`src/rtl/assert_macros.svh`:
```
// Assertion helpers shared by the RTL. They compile to nothing under synthesis.
`ifndef ASSERT_MACROS_SVH
`define ASSERT_MACROS_SVH

`ifndef SYNTHESIS

// The property must hold at every clock edge outside reset.
`define WSP_ASSERT(lbl, clk, rstn, prop) \
  lbl: assert property (@(posedge clk) disable iff (!rstn) (prop)) \
    else $error("%m: check failed");

// When the antecedent holds, the consequent must hold in the next cycle.
`define WSP_ASSERT_NEXT(lbl, clk, rstn, ante, cons) \
  lbl: assert property (@(posedge clk) disable iff (!rstn) (ante) |=> (cons)) \
    else $error("%m: check failed");

`else

`define WSP_ASSERT(lbl, clk, rstn, prop)
`define WSP_ASSERT_NEXT(lbl, clk, rstn, ante, cons)

`endif

`endif

```
`src/rtl/wsp_ram.sv`:
```
module wsp_ram #(
  parameter int unsigned WIDTH = 32,
  parameter int unsigned DEPTH = 32
) (
  input  logic                     clk_i,
  input  logic                     we_i,
  input  logic [$clog2(DEPTH)-1:0] waddr_i,
  input  logic [WIDTH-1:0]         wdata_i,
  input  logic                     re_i,
  input  logic [$clog2(DEPTH)-1:0] raddr_i,
  output logic [WIDTH-1:0]         rdata_o
);

  logic [WIDTH-1:0] mem_q [DEPTH];
  logic [WIDTH-1:0] rdata_q;

  always_ff @(posedge clk_i) begin
    if (we_i) begin
      mem_q[waddr_i] <= wdata_i;
    end
    if (re_i) begin
      rdata_q <= mem_q[raddr_i];
    end
  end

  assign rdata_o = rdata_q;

endmodule

```
`config.mk`:
```
export PLATFORM = sky130hd
export DESIGN_NAME = wsp_ram
export DESIGN_NICKNAME = d
export VERILOG_FILES = /design/src/rtl/assert_macros.svh /design/src/rtl/wsp_ram.sv
export SDC_FILE = /design/constraint.sdc
export NUM_CORES = 1
export LEC_CHECK = 0
export BUFFER_PORTS_ARGS = -buffer_cell sky130_fd_sc_hd__buf_4
export CORE_MARGIN = 5
export CORE_UTILIZATION = 55
export DETAILED_ROUTE_END_ITERATION = 16
export PLACE_DENSITY = 0.72
export REMOVE_ABC_BUFFERS = 1
export SLEW_MARGIN = 10
export SYNTH_ARGS = -nofsm -noshare
export SYNTH_HDL_FRONTEND = slang
export SYNTH_SLANG_ARGS = --single-unit
export TNS_END_PERCENT = 1
```
`constraint.sdc`:
```
create_clock -name clk_i -period 6.4 [get_ports clk_i]
set_input_delay 1.92 -clock clk_i [delete_from_list [all_inputs] [get_ports clk_i]]
set_output_delay 1.92 -clock clk_i [all_outputs]
set_load 0.03 [all_outputs]
```
==> results.ini <==
[pwr]
peakVddDrop_mv = 0.246
power.density_nw_per_um2 = 306
leakagePower_nw = 16.0

[floorplan]
core_um2 = 73300
initial_utilization_pct = 55.6
row_count = 99
die_w_um = 282
io_pins = 77
die_area_um2 = 79700
chipHeight_um = 282

[place]
port_buffers = 76
globalplace.congestion = 0.802
placed_cell_area_um2 = 42700
dp_hpwl_mm = 52.7

[clock_network]
clockRootBuffer = clkbuf_16
hold_buffers = 0
clk_pin_slew_ps = 60
cts_buffers = 102
post_cts_buffers = 0
htreeDepth = 3
cts-resized-gates = 0
clk-insertion-delay-late_ps = 660
cts_tree = built
cts.sinks = 1056
clockBufferDepth = 3

[route]
drcViolationCount = 0
drtIter0Drc = 2122
drt_first_pass_iters = 6
wl_per_cell_um = 27.6
wl_mm = 94.5
vias = 21163
ant_nets = 0
drt-vias-per-instance = 6.19

[sta]
clock_skew_ps = 25.1
slew_violations = 0
worst_pin_slew_ps = 1210
rsz0062_at_grt = false
fin_crit_sh_pct = 61.4
fin_crit_ps = 3930
max_freq_ghz = 0.255
whs_ps = 686
maxSlewHeadroom_pct = 18.9
setup_violations = 0
hold_viol_final = 0

[global_routing]
grt_pass1_wl_mm = 139
grt_use_total_pct = 23.6
grt_overflow = 0
first_global_vias = 21186
antenna_found_initial = 2
grt_start_max_net_pins = 78

[final_layout]
antenna_cells = 0
drive_gt1_share_pct = 13.1
n_fill_cell = 5091
area_delta_synth_final_pct = 12.8
fin_nets = 2426
fin_area_um2 = 46000
final_core_util_pct = 62.8

[setup_path]
start_kind = input port
critPathBufInv = 2
critPathTopFamily = simple AND/OR/NAND/NOR gates
reg2reg_from = mem_q[1][4]$_DFFE_PP_
path_cells = buf_4, nand3b_1, nor2_4, buf_4
crit_top_cell = buf_4
r2r_end = rdata_o[4]$_DFFE_PP_
cp_max_fo = 27
cp.required_ps = 6770
worstPathArrival_ps = 4300
reg2reg_slack_ps = 4800
crit_path_end_kind = flip-flop
crit_slowest_cell = nor2_4
rr_worst_depth = 5
critPathMaxStageDelay_ps = 1200
path_class = input port to flip-flop

[yosys]
synth_mux_area_share_pct = 12.6
synth_seq_cells = 1056
yosysWarnings = 0
synth_xor_area_share_pct = 0
synth_compound_area_share_pct = 4.81
synth_top_area_cell = edfxtp_1
synth_ff_type = edfxtp_1
synth_area_um2 = 40800
synth_top_family_by_area = multiplexers
synthArstFlopShare_pct = 0
netlist-cell-type-count = 24
syn_area_per_cell_um2 = 18.1
synth-edff-count = 1056
synthDominantCellAreaShare_pct = 77.7
seq_area_frac_synth_pct = 77.7
yosys.area_share.simple_pct = 3.08
syn_inst = 2260
synthAdderAreaFrac_pct = 0
synth_area_leaders = edfxtp_1 78%, mux2i_1 13%, a22oi_1 1.8%

[hold_path]
hold_end = rdata_o[19]$_DFFE_PP_
worstHoldPathType = flip-flop to flip-flop
hp-start = mem_q[17][19]$_DFFE_PP_
holdPathStages = 4

[job]
cap_violations = 0

[outcome]
run_status = finished clean

==> where the power goes <==
group	switching, mW	internal (mW)	leakage [nW]	total (mW)
registers	0.0311	7.72	9.54	7.75
clock network	2.46	3.13	1.52	5.59
logic	0.521	0.250	4.90	0.771
==> cells in the final DEF (no fill, tap or decap), types with 21 or more instances in the layout <==
master / count
nor2_4: 33
nand3_1: 98
clkbuf_1: 24
a31oi_1: 32
mux2i_1: 512
buf_12: 21
clkinv_1: 24
buf_4: 118
a21oi_1: 96
nor3_1: 32
clkbuf_16: 102
a22oi_1: 96
nand2_1: 97
a22o_1: 64
edfxtp_1: 1056
==> flip-flops by register name, summed over array words and instances, names as in the netlist <==
register and cells:
mem_q 1024, rdata_o 32
==> worst reg2reg max path, stage by stage (launching register included) <==
cell,delay (ps)
edfxtp_1,360
mux2i_1,150
a22o_1,170
nor3_1,70
a31oi_1,340
nand3_1,220
==> through the flow <==
stage | std cells | setup WS [ps] | TNS (ps) | power (mW)
2_1_floorplan | 2133 | -636 | -20340 | 8.24
3_3_place_gp | 3222 | 1980 | 0 | 8.64
3_5_place_dp | 3227 | 1850 | 0 | 8.66
4_1_cts | 3411 | 2540 | 0 | 14.2
5_1_grt | 3420 | 2440 | 0 | 14.5
6_report | 3420 | 2470 | 0 | 14.1
==> final cells by class <==
| cell class | count | area (µm²) | share of cell area, % |
|---|---|---|---|
| repair buffers | 144 | 1430 | 3.11 |
| flip-flops and latches | 1056 | 31700 | 68.9 |
| well taps | 959 | 1200 | 2.61 |
| clock inverters | 58 | 453 | 0.984 |
| clock buffers | 126 | 2640 | 5.74 |
| multi-input cells | 1077 | 8610 | 18.7 |
==> cells in the mapped netlist (2+ instances only) <==
master	number
nor2_1	34
a21oi_1	96
buf_4	33
a31oi_1	32
clkbuf_1	46
nand3b_1	5
nand2b_1	2
nand3_1	98
buf_6	15
a22oi_1	96
edfxtp_1	1056
buf_1	5
mux2i_1	512
or3b_2	3
buf_2	26
nand2_1	98
nor3_1	32
clkbuf_4	2
a22o_1	64
==> kinds of logic (layout without fill, tap and decap cells) <==
logic type,Yosys count,in the layout
AND/OR/NAND/NOR,277,277
buffers and inverters,127,328
AO/OA/AOI/OAI,288,288
multiplexers,512,512
flip-flops,1056,1056
==> worst max path at each step <==
stage               start                      end  slack [ps]  depth (start not counted)
2_1_floorplan  raddr_i[1]     rdata_o[0]$_DFFE_PP_        -640                          5
3_3_place_gp   waddr_i[1]  mem_q[21][13]$_DFFE_PP_        1980                          4
3_5_place_dp   waddr_i[1]  mem_q[21][29]$_DFFE_PP_        1850                          4
4_1_cts        waddr_i[1]   mem_q[21][8]$_DFFE_PP_        2540                          4
5_1_grt        waddr_i[1]   mem_q[21][8]$_DFFE_PP_        2440                          4
6_report       waddr_i[1]   mem_q[21][4]$_DFFE_PP_        2470                          4
==> per-layer routing <==
metal | vias up | wire length [µm] | track usage, %
met5 | - | 25 | 0
met4 | 4 | 2830 | 7.82
met3 | 152 | 7480 | 4.28
met2 | 889 | 45000 | 37.1
met1 | 10850 | 39100 | 34.0
li1 | 9268 | - | -
Note: power is estimated with default switching activity, not from simulation.
