==> src/rtl/assert_macros.svh <==
// Assertion helpers shared by the RTL. They compile to nothing under synthesis.
`ifndef ASSERT_MACROS_SVH
`define ASSERT_MACROS_SVH

`ifndef SYNTHESIS

// The property must hold at every clock edge outside reset.
`define WSP_ASSERT(lbl, clk, rstn, prop) \
  lbl: assert property (@(posedge clk) disable iff (!rstn) (prop)) \
    else $error("%m: check failed");

// When the antecedent holds, the consequent must hold in the next cycle.
`define WSP_ASSERT_NEXT(lbl, clk, rstn, ante, cons) \
  lbl: assert property (@(posedge clk) disable iff (!rstn) (ante) |=> (cons)) \
    else $error("%m: check failed");

`else

`define WSP_ASSERT(lbl, clk, rstn, prop)
`define WSP_ASSERT_NEXT(lbl, clk, rstn, ante, cons)

`endif

`endif

==> src/rtl/wsp_pkg.sv <==
package wsp_pkg;

  localparam int unsigned FRAC_BITS_DEF   = 16;
  localparam int unsigned COORD_WIDTH_DEF = 32;

  localparam int unsigned ELEM_WIDTH   = 32;
  localparam int unsigned POS_WIDTH    = 32;
  localparam int unsigned OUT_WIDTH    = 32;
  localparam int unsigned VEC_LEN      = 4;
  localparam int unsigned ELEM_PER_MAT = VEC_LEN * VEC_LEN;
  localparam int unsigned MAT_WORDS    = 2 * ELEM_PER_MAT;

  // Wide enough for any full product and for every saturation step.
  localparam int unsigned SAT_W = 96;
  typedef logic signed [SAT_W-1:0] wide_t;

  typedef enum logic {
    CMD_LOAD  = 1'b0,
    CMD_XFORM = 1'b1
  } cmd_e;

  typedef enum logic {
    MAT_VIEW = 1'b0,
    MAT_PROJ = 1'b1
  } mat_e;

  typedef enum logic [2:0] {
    ST_IDLE,
    ST_MUL,
    ST_DRAIN,
    ST_NEXT,
    ST_DIV,
    ST_OUT
  } wsp_state_e;

  typedef struct packed {
    logic issue;
    logic first;
    logic last;
  } mac_ctrl_t;

  // Clamp a value to the range of a w-bit signed number.
  function automatic wide_t sat_to(input wide_t v, input int unsigned w);
    wide_t hi;
    wide_t lo;
    hi = (wide_t'(1) <<< (w - 1)) - wide_t'(1);
    lo = ~hi;
    if (v > hi) begin
      return hi;
    end else if (v < lo) begin
      return lo;
    end
    return v;
  endfunction

endpackage

==> src/rtl/wsp_mac.sv <==
module wsp_mac #(
  parameter int unsigned FRAC_BITS   = wsp_pkg::FRAC_BITS_DEF,
  parameter int unsigned COORD_WIDTH = wsp_pkg::COORD_WIDTH_DEF
) (
  input  logic                              clk_i,
  input  logic                              rst_ni,
  input  wsp_pkg::mac_ctrl_t                ctrl_i,
  input  logic [wsp_pkg::ELEM_WIDTH-1:0]    coef_i,
  input  logic signed [COORD_WIDTH-1:0]     vec_i,
  output logic                              row_valid_o,
  output logic signed [COORD_WIDTH-1:0]     row_o
);

  import wsp_pkg::*;

  // The vector operand is split in two halves so each multiplier stays narrow.
  localparam int unsigned LO_W   = (COORD_WIDTH + 1) / 2;
  localparam int unsigned HI_W   = COORD_WIDTH - LO_W;
  localparam int unsigned LO_PW  = ELEM_WIDTH + LO_W + 1;
  localparam int unsigned HI_PW  = ELEM_WIDTH + HI_W;
  localparam int unsigned ACC_W  = COORD_WIDTH + 2;

  logic                      s1_v_q, s1_first_q, s1_last_q;
  logic signed [LO_PW-1:0]   pplo_q, pplo_d;
  logic signed [HI_PW-1:0]   pphi_q, pphi_d;

  logic                      s2_v_q, s2_first_q, s2_last_q;
  logic signed [COORD_WIDTH-1:0] sp_q, sp_d;
  wide_t                     prod;

  logic signed [ACC_W-1:0]   acc_q, acc_d;
  logic signed [ACC_W-1:0]   acc_base;
  logic                      row_valid_q;
  logic signed [COORD_WIDTH-1:0] row_q, row_d;

  always_comb begin
    pplo_d = $signed(coef_i) * $signed({1'b0, vec_i[LO_W-1:0]});
    pphi_d = $signed(coef_i) * $signed(vec_i[COORD_WIDTH-1:LO_W]);
  end

  always_comb begin
    prod = wide_t'(pplo_q) + (wide_t'(pphi_q) <<< LO_W);
    sp_d = COORD_WIDTH'(sat_to(prod >>> FRAC_BITS, COORD_WIDTH));
  end

  // Each product saturates on its own; the four products of a row then add exactly, and the row total saturates.
  always_comb begin
    if (s2_first_q) begin
      acc_base = '0;
    end else begin
      acc_base = acc_q;
    end
    acc_d = acc_base + ACC_W'(sp_q);
    row_d = COORD_WIDTH'(sat_to(wide_t'(acc_d), COORD_WIDTH));
  end

  always_ff @(posedge clk_i or negedge rst_ni) begin
    if (!rst_ni) begin
      s1_v_q      <= 1'b0;
      s2_v_q      <= 1'b0;
      row_valid_q <= 1'b0;
    end else begin
      s1_v_q      <= ctrl_i.issue;
      s2_v_q      <= s1_v_q;
      row_valid_q <= s2_v_q && s2_last_q;
    end
  end

  always_ff @(posedge clk_i) begin
    if (ctrl_i.issue) begin
      pplo_q     <= pplo_d;
      pphi_q     <= pphi_d;
      s1_first_q <= ctrl_i.first;
      s1_last_q  <= ctrl_i.last;
    end
    if (s1_v_q) begin
      sp_q       <= sp_d;
      s2_first_q <= s1_first_q;
      s2_last_q  <= s1_last_q;
    end
    if (s2_v_q) begin
      acc_q <= acc_d;
      if (s2_last_q) begin
        row_q <= row_d;
      end
    end
  end

  assign row_valid_o = row_valid_q;
  assign row_o       = row_q;

endmodule

==> config.mk <==
export PLATFORM = sky130hd
export DESIGN_NAME = wsp_mac
export DESIGN_NICKNAME = d
export VERILOG_FILES = /design/src/rtl/assert_macros.svh /design/src/rtl/wsp_pkg.sv /design/src/rtl/wsp_mac.sv
export SDC_FILE = /design/constraint.sdc
export NUM_CORES = 2
export LEC_CHECK = 0
export BUFFER_PORTS_ARGS = -buffer_cell sky130_fd_sc_hd__buf_2
export CAP_MARGIN = 5
export CORE_MARGIN = 2
export CORE_UTILIZATION = 55
export DETAILED_ROUTE_END_ITERATION = 8
export PLACE_DENSITY = 0.74
export SLEW_MARGIN = 30
export SYNTH_ARGS = -nofsm -noshare
export SYNTH_HDL_FRONTEND = slang
export SYNTH_SLANG_ARGS = --single-unit
==> constraint.sdc <==
create_clock -name clk_i -period 4.1 [get_ports clk_i]
set_input_delay 0.615 -clock clk_i [delete_from_list [all_inputs] [get_ports clk_i]]
set_output_delay 0.615 -clock clk_i [all_outputs]
set_load 0.02 [all_outputs]
==> results_dict.tcl <==
set metrics [dict create \
    status "complete, but fails checks" \
    failed_checks "setup timing" \
    min_path_cells 1 \
    synth_seq_cells 186 \
    start_kind "primary input" \
    wirelength_microns 123000 \
    grt_max_degree 67 \
    placed_cell_area_sq_um 53000 \
    wl_met3_microns 9060 \
    dpl.hpwl_microns 99800 \
    rsz0062_at_grt "yes" \
    io_pins 102 \
    grt_pass1_vias 39500 \
    maxCapViolCount 0 \
    final_cell_mix "inv_1, fa_1, nand2_1, buf_4, and2_1" \
    max_stage_delay_ns 0.60 \
    first_iter_violations 2278 \
    slew_viol_final 0 \
    hp-class "primary input to register" \
    synth_cells 5079 \
    ys_async_sr_fraction 0.0161 \
    fin_skew_ns 0.0117 \
    root_buffer "clkbuf_16" \
    area_delta_synth_final_pct 22.8 \
    crit_end "pplo_q[48]$_DFFE_PP_" \
    synth_warnings 0 \
    synth_area_sq_um 46400 \
    reg2reg_from "pphi_q[5]$_DFFE_PP_" \
    cp-end-kind "register" \
    n_fill_cell 6056 \
    crit_buf_inv 4 \
    max_slew_margin 0.449 \
    r2r_cells 16 \
    rrSetupSlack_ns 0.05 \
    final_area_sq_um 57000 \
    crit_chain "buf_4 > buf_12 > and2_1 > fa_1 > inv_1 > fa_1 > fa_1 > inv_1 > fa_1 > fa_1 > fa_2 > ha_4 > a21o_1 > a21o_1 > a21o_1 > a21oi_2 > o2111ai_4 > a31oi_4 > nor2_4 > a21o_1 > a221o_1 > nor4_4 > nor3_4" \
    viasPerCell 5.38 \
    numCtsBuffers 17 \
    met2_length_microns 60900 \
    fmax_mhz 152 \
    routed-via-count 36600 \
    critPathArrivalTime_ns 6.77 \
    path_max_fanout 13 \
    final.setup.worst_slack_ns -2.48 \
    first_pass_iters 6 \
    critPathKind "primary input to register" \
    multi_input_area_sq_um 37400 \
    crit_required_ns 4.29 \
    h-tree-depth 4 \
    crit_path_start "coef_i[16]" \
    fp.dieH_microns 294 \
    setup_violations 72 \
    finalHoldViolations 0 \
    syn_avg_cell_area_sq_um 9.13 \
    core.rowCount 106 \
    worstMarginPinSlew_ns 0.827 \
    seqCellArea_sq_um 5570 \
    min_period_over_period 1.60 \
    ys.flop_type "edfxtp_1" \
    drc 0 \
    synth_top_area_cell "fa_1" \
    grt_overflow 0 \
    top_layer "met5" \
    place_inst 6690 \
    grt_pass1_wl_microns 199000 \
    synth.top_cell.area_share 0.421 \
    layout_commonest_cell "inv_1" \
    nets 7060 \
    wire_per_inst_microns 18.1 \
    layout-drive-gt1-share 0.218 \
    clk_latency_ns 0.46 \
    crit_path_frequent_cell "fa_1" \
    met1_length_microns 49400 \
    mappedNetlistNets 6433 \
    cts_tree "done" \
    coreArea_sq_um 83600 \
    path_depth 23 \
    fin_crit_ns 6.58 \
    initial_core_util 0.555 \
    die_width_microns 294 \
    gp_congestion 0.912 \
    track_usage 0.289 \
    portBuffers 101 \
    min_from "ctrl_i[1]" \
    clock-sinks 186 \
    synth_edf_count 183 \
    final_cell_count_no_fill 6806 \
    ys_seq_area_frac 0.120 \
    cp_slowest_cell "fa_2" \
    path_clk_slew_ns 0.07 \
    ant_nets 0 \
    crit_family "adder cells" \
    clock_tree.buffer_depth 2 \
    synth_top_cells_by_area "fa_1, edfxtp_1, inv_1" \
    r2r-end "sp_q[19]$_DFFE_PP_" \
    die-area_sq_um 86700 \
    antenna_found_initial 10 \
    synth_cell_types 81 \
]
## cells in the mapped netlist, drive strengths merged, types with 4 or more instances
library cell and count:
nand3 29, o211ai 19, ha 310, or2 5, inv 1179, a21oi 151
nand2b 25, a31o 6, clkbuf 228, mux2i 5, a311oi 5, o21ai 113
and4 7, a2111oi 4, nor3 35, xnor2 105, a22oi 26, or3 10
o21a 28, a211oi 18, a21o 79, xor2 39, fa 975, nand4 14
o31ai 10, a31oi 15, edfxtp 183, and3 19, and2 391, buf 8
o21bai 20, a221oi 5, nor2 167, o2111ai 4, o22ai 29, a21boi 7
a211o 5, nor2b 51, nand2 700
## per-stage QoR
| stage | util | setup TNS (ns) | hold WS, ns | worst slack [ns] |
|---|---|---|---|---|
| 2_1_floorplan | - | -123.93 | 0.319 | -2.66 |
| 3_3_place_gp | 0.635 | -179.63 | 0.406 | -3.01 |
| 3_5_place_dp | 0.635 | -184.96 | 0.407 | -3.13 |
| 4_1_cts | 0.663 | -134.87 | 0.310 | -2.35 |
| 5_1_grt | 0.682 | -150.58 | 0.321 | -2.68 |
| 6_report | 0.682 | -135.12 | 0.325 | -2.48 |
## layout make-up
type / count / share of cell area
Tap cell: 1080 / 0.0237
Sequential cell: 186 / 0.0978
Clock inverter: 14 / 0.00319
Clock buffer: 18 / 0.00753
Timing Repair Buffer: 844 / 0.132
Antenna cell: 7 / 0.000308
Inverter: 1180 / 0.0779
Multi-Input combinational cell: 3477 / 0.657
## worst min-delay path by stage
stage                                  to  slack [ns]
CTS                  s1_first_q$_DFFE_PP_        0.31
detailed placement    s2_last_q$_DFFE_PP_        0.41
global placement      s2_last_q$_DFFE_PP_        0.41
finish               s1_first_q$_DFFE_PP_        0.32
global route         s1_first_q$_DFFE_PP_        0.32
floorplan           row_valid_o$_DFF_PN0_        0.32
## routing by layer
metal	global-route usage	vias to the layer above
met5	0	-
met4	0.0908	6
met3	0.0508	264
met2	0.498	1329
met1	0.370	18400
li1	-	16600
## cells by family (layout without fill, tap and decap cells)
logic type | count (synthesis) | in the layout | share of synthesized area
flops | 186 | 186 | 0.120
mux | 6 | 6 | 0.00132
other cells | 0 | 7 | 0
xor+xnor | 144 | 144 | 0.0272
fa+ha+maj | 1285 | 1285 | 0.504
buf+inv | 1416 | 2056 | 0.115
simple gates | 1472 | 1472 | 0.152
compound gates | 570 | 570 | 0.0799
## repair_timing
action	in CTS	in global routing
hold buffers	1	0
setup endpoints to repair	105	139
gates cloned	9	7
buffers inserted	47	56
gates resized for setup	311	293
pin swaps	126	199
endpoints found under the hold margin	3	0
## flip-flops by register name (all words and copies together), names as in the netlist, 32 cells and up
| register | cells |
|---|---|
| acc_q | 34 |
| pphi_q | 48 |
| pplo_q | 33 |
| row_o | 32 |
| sp_q | 32 |
Power is left out: the tool's default activity adds up to more than one toggle a clock period on the data nets, which glitch-free logic cannot reach.
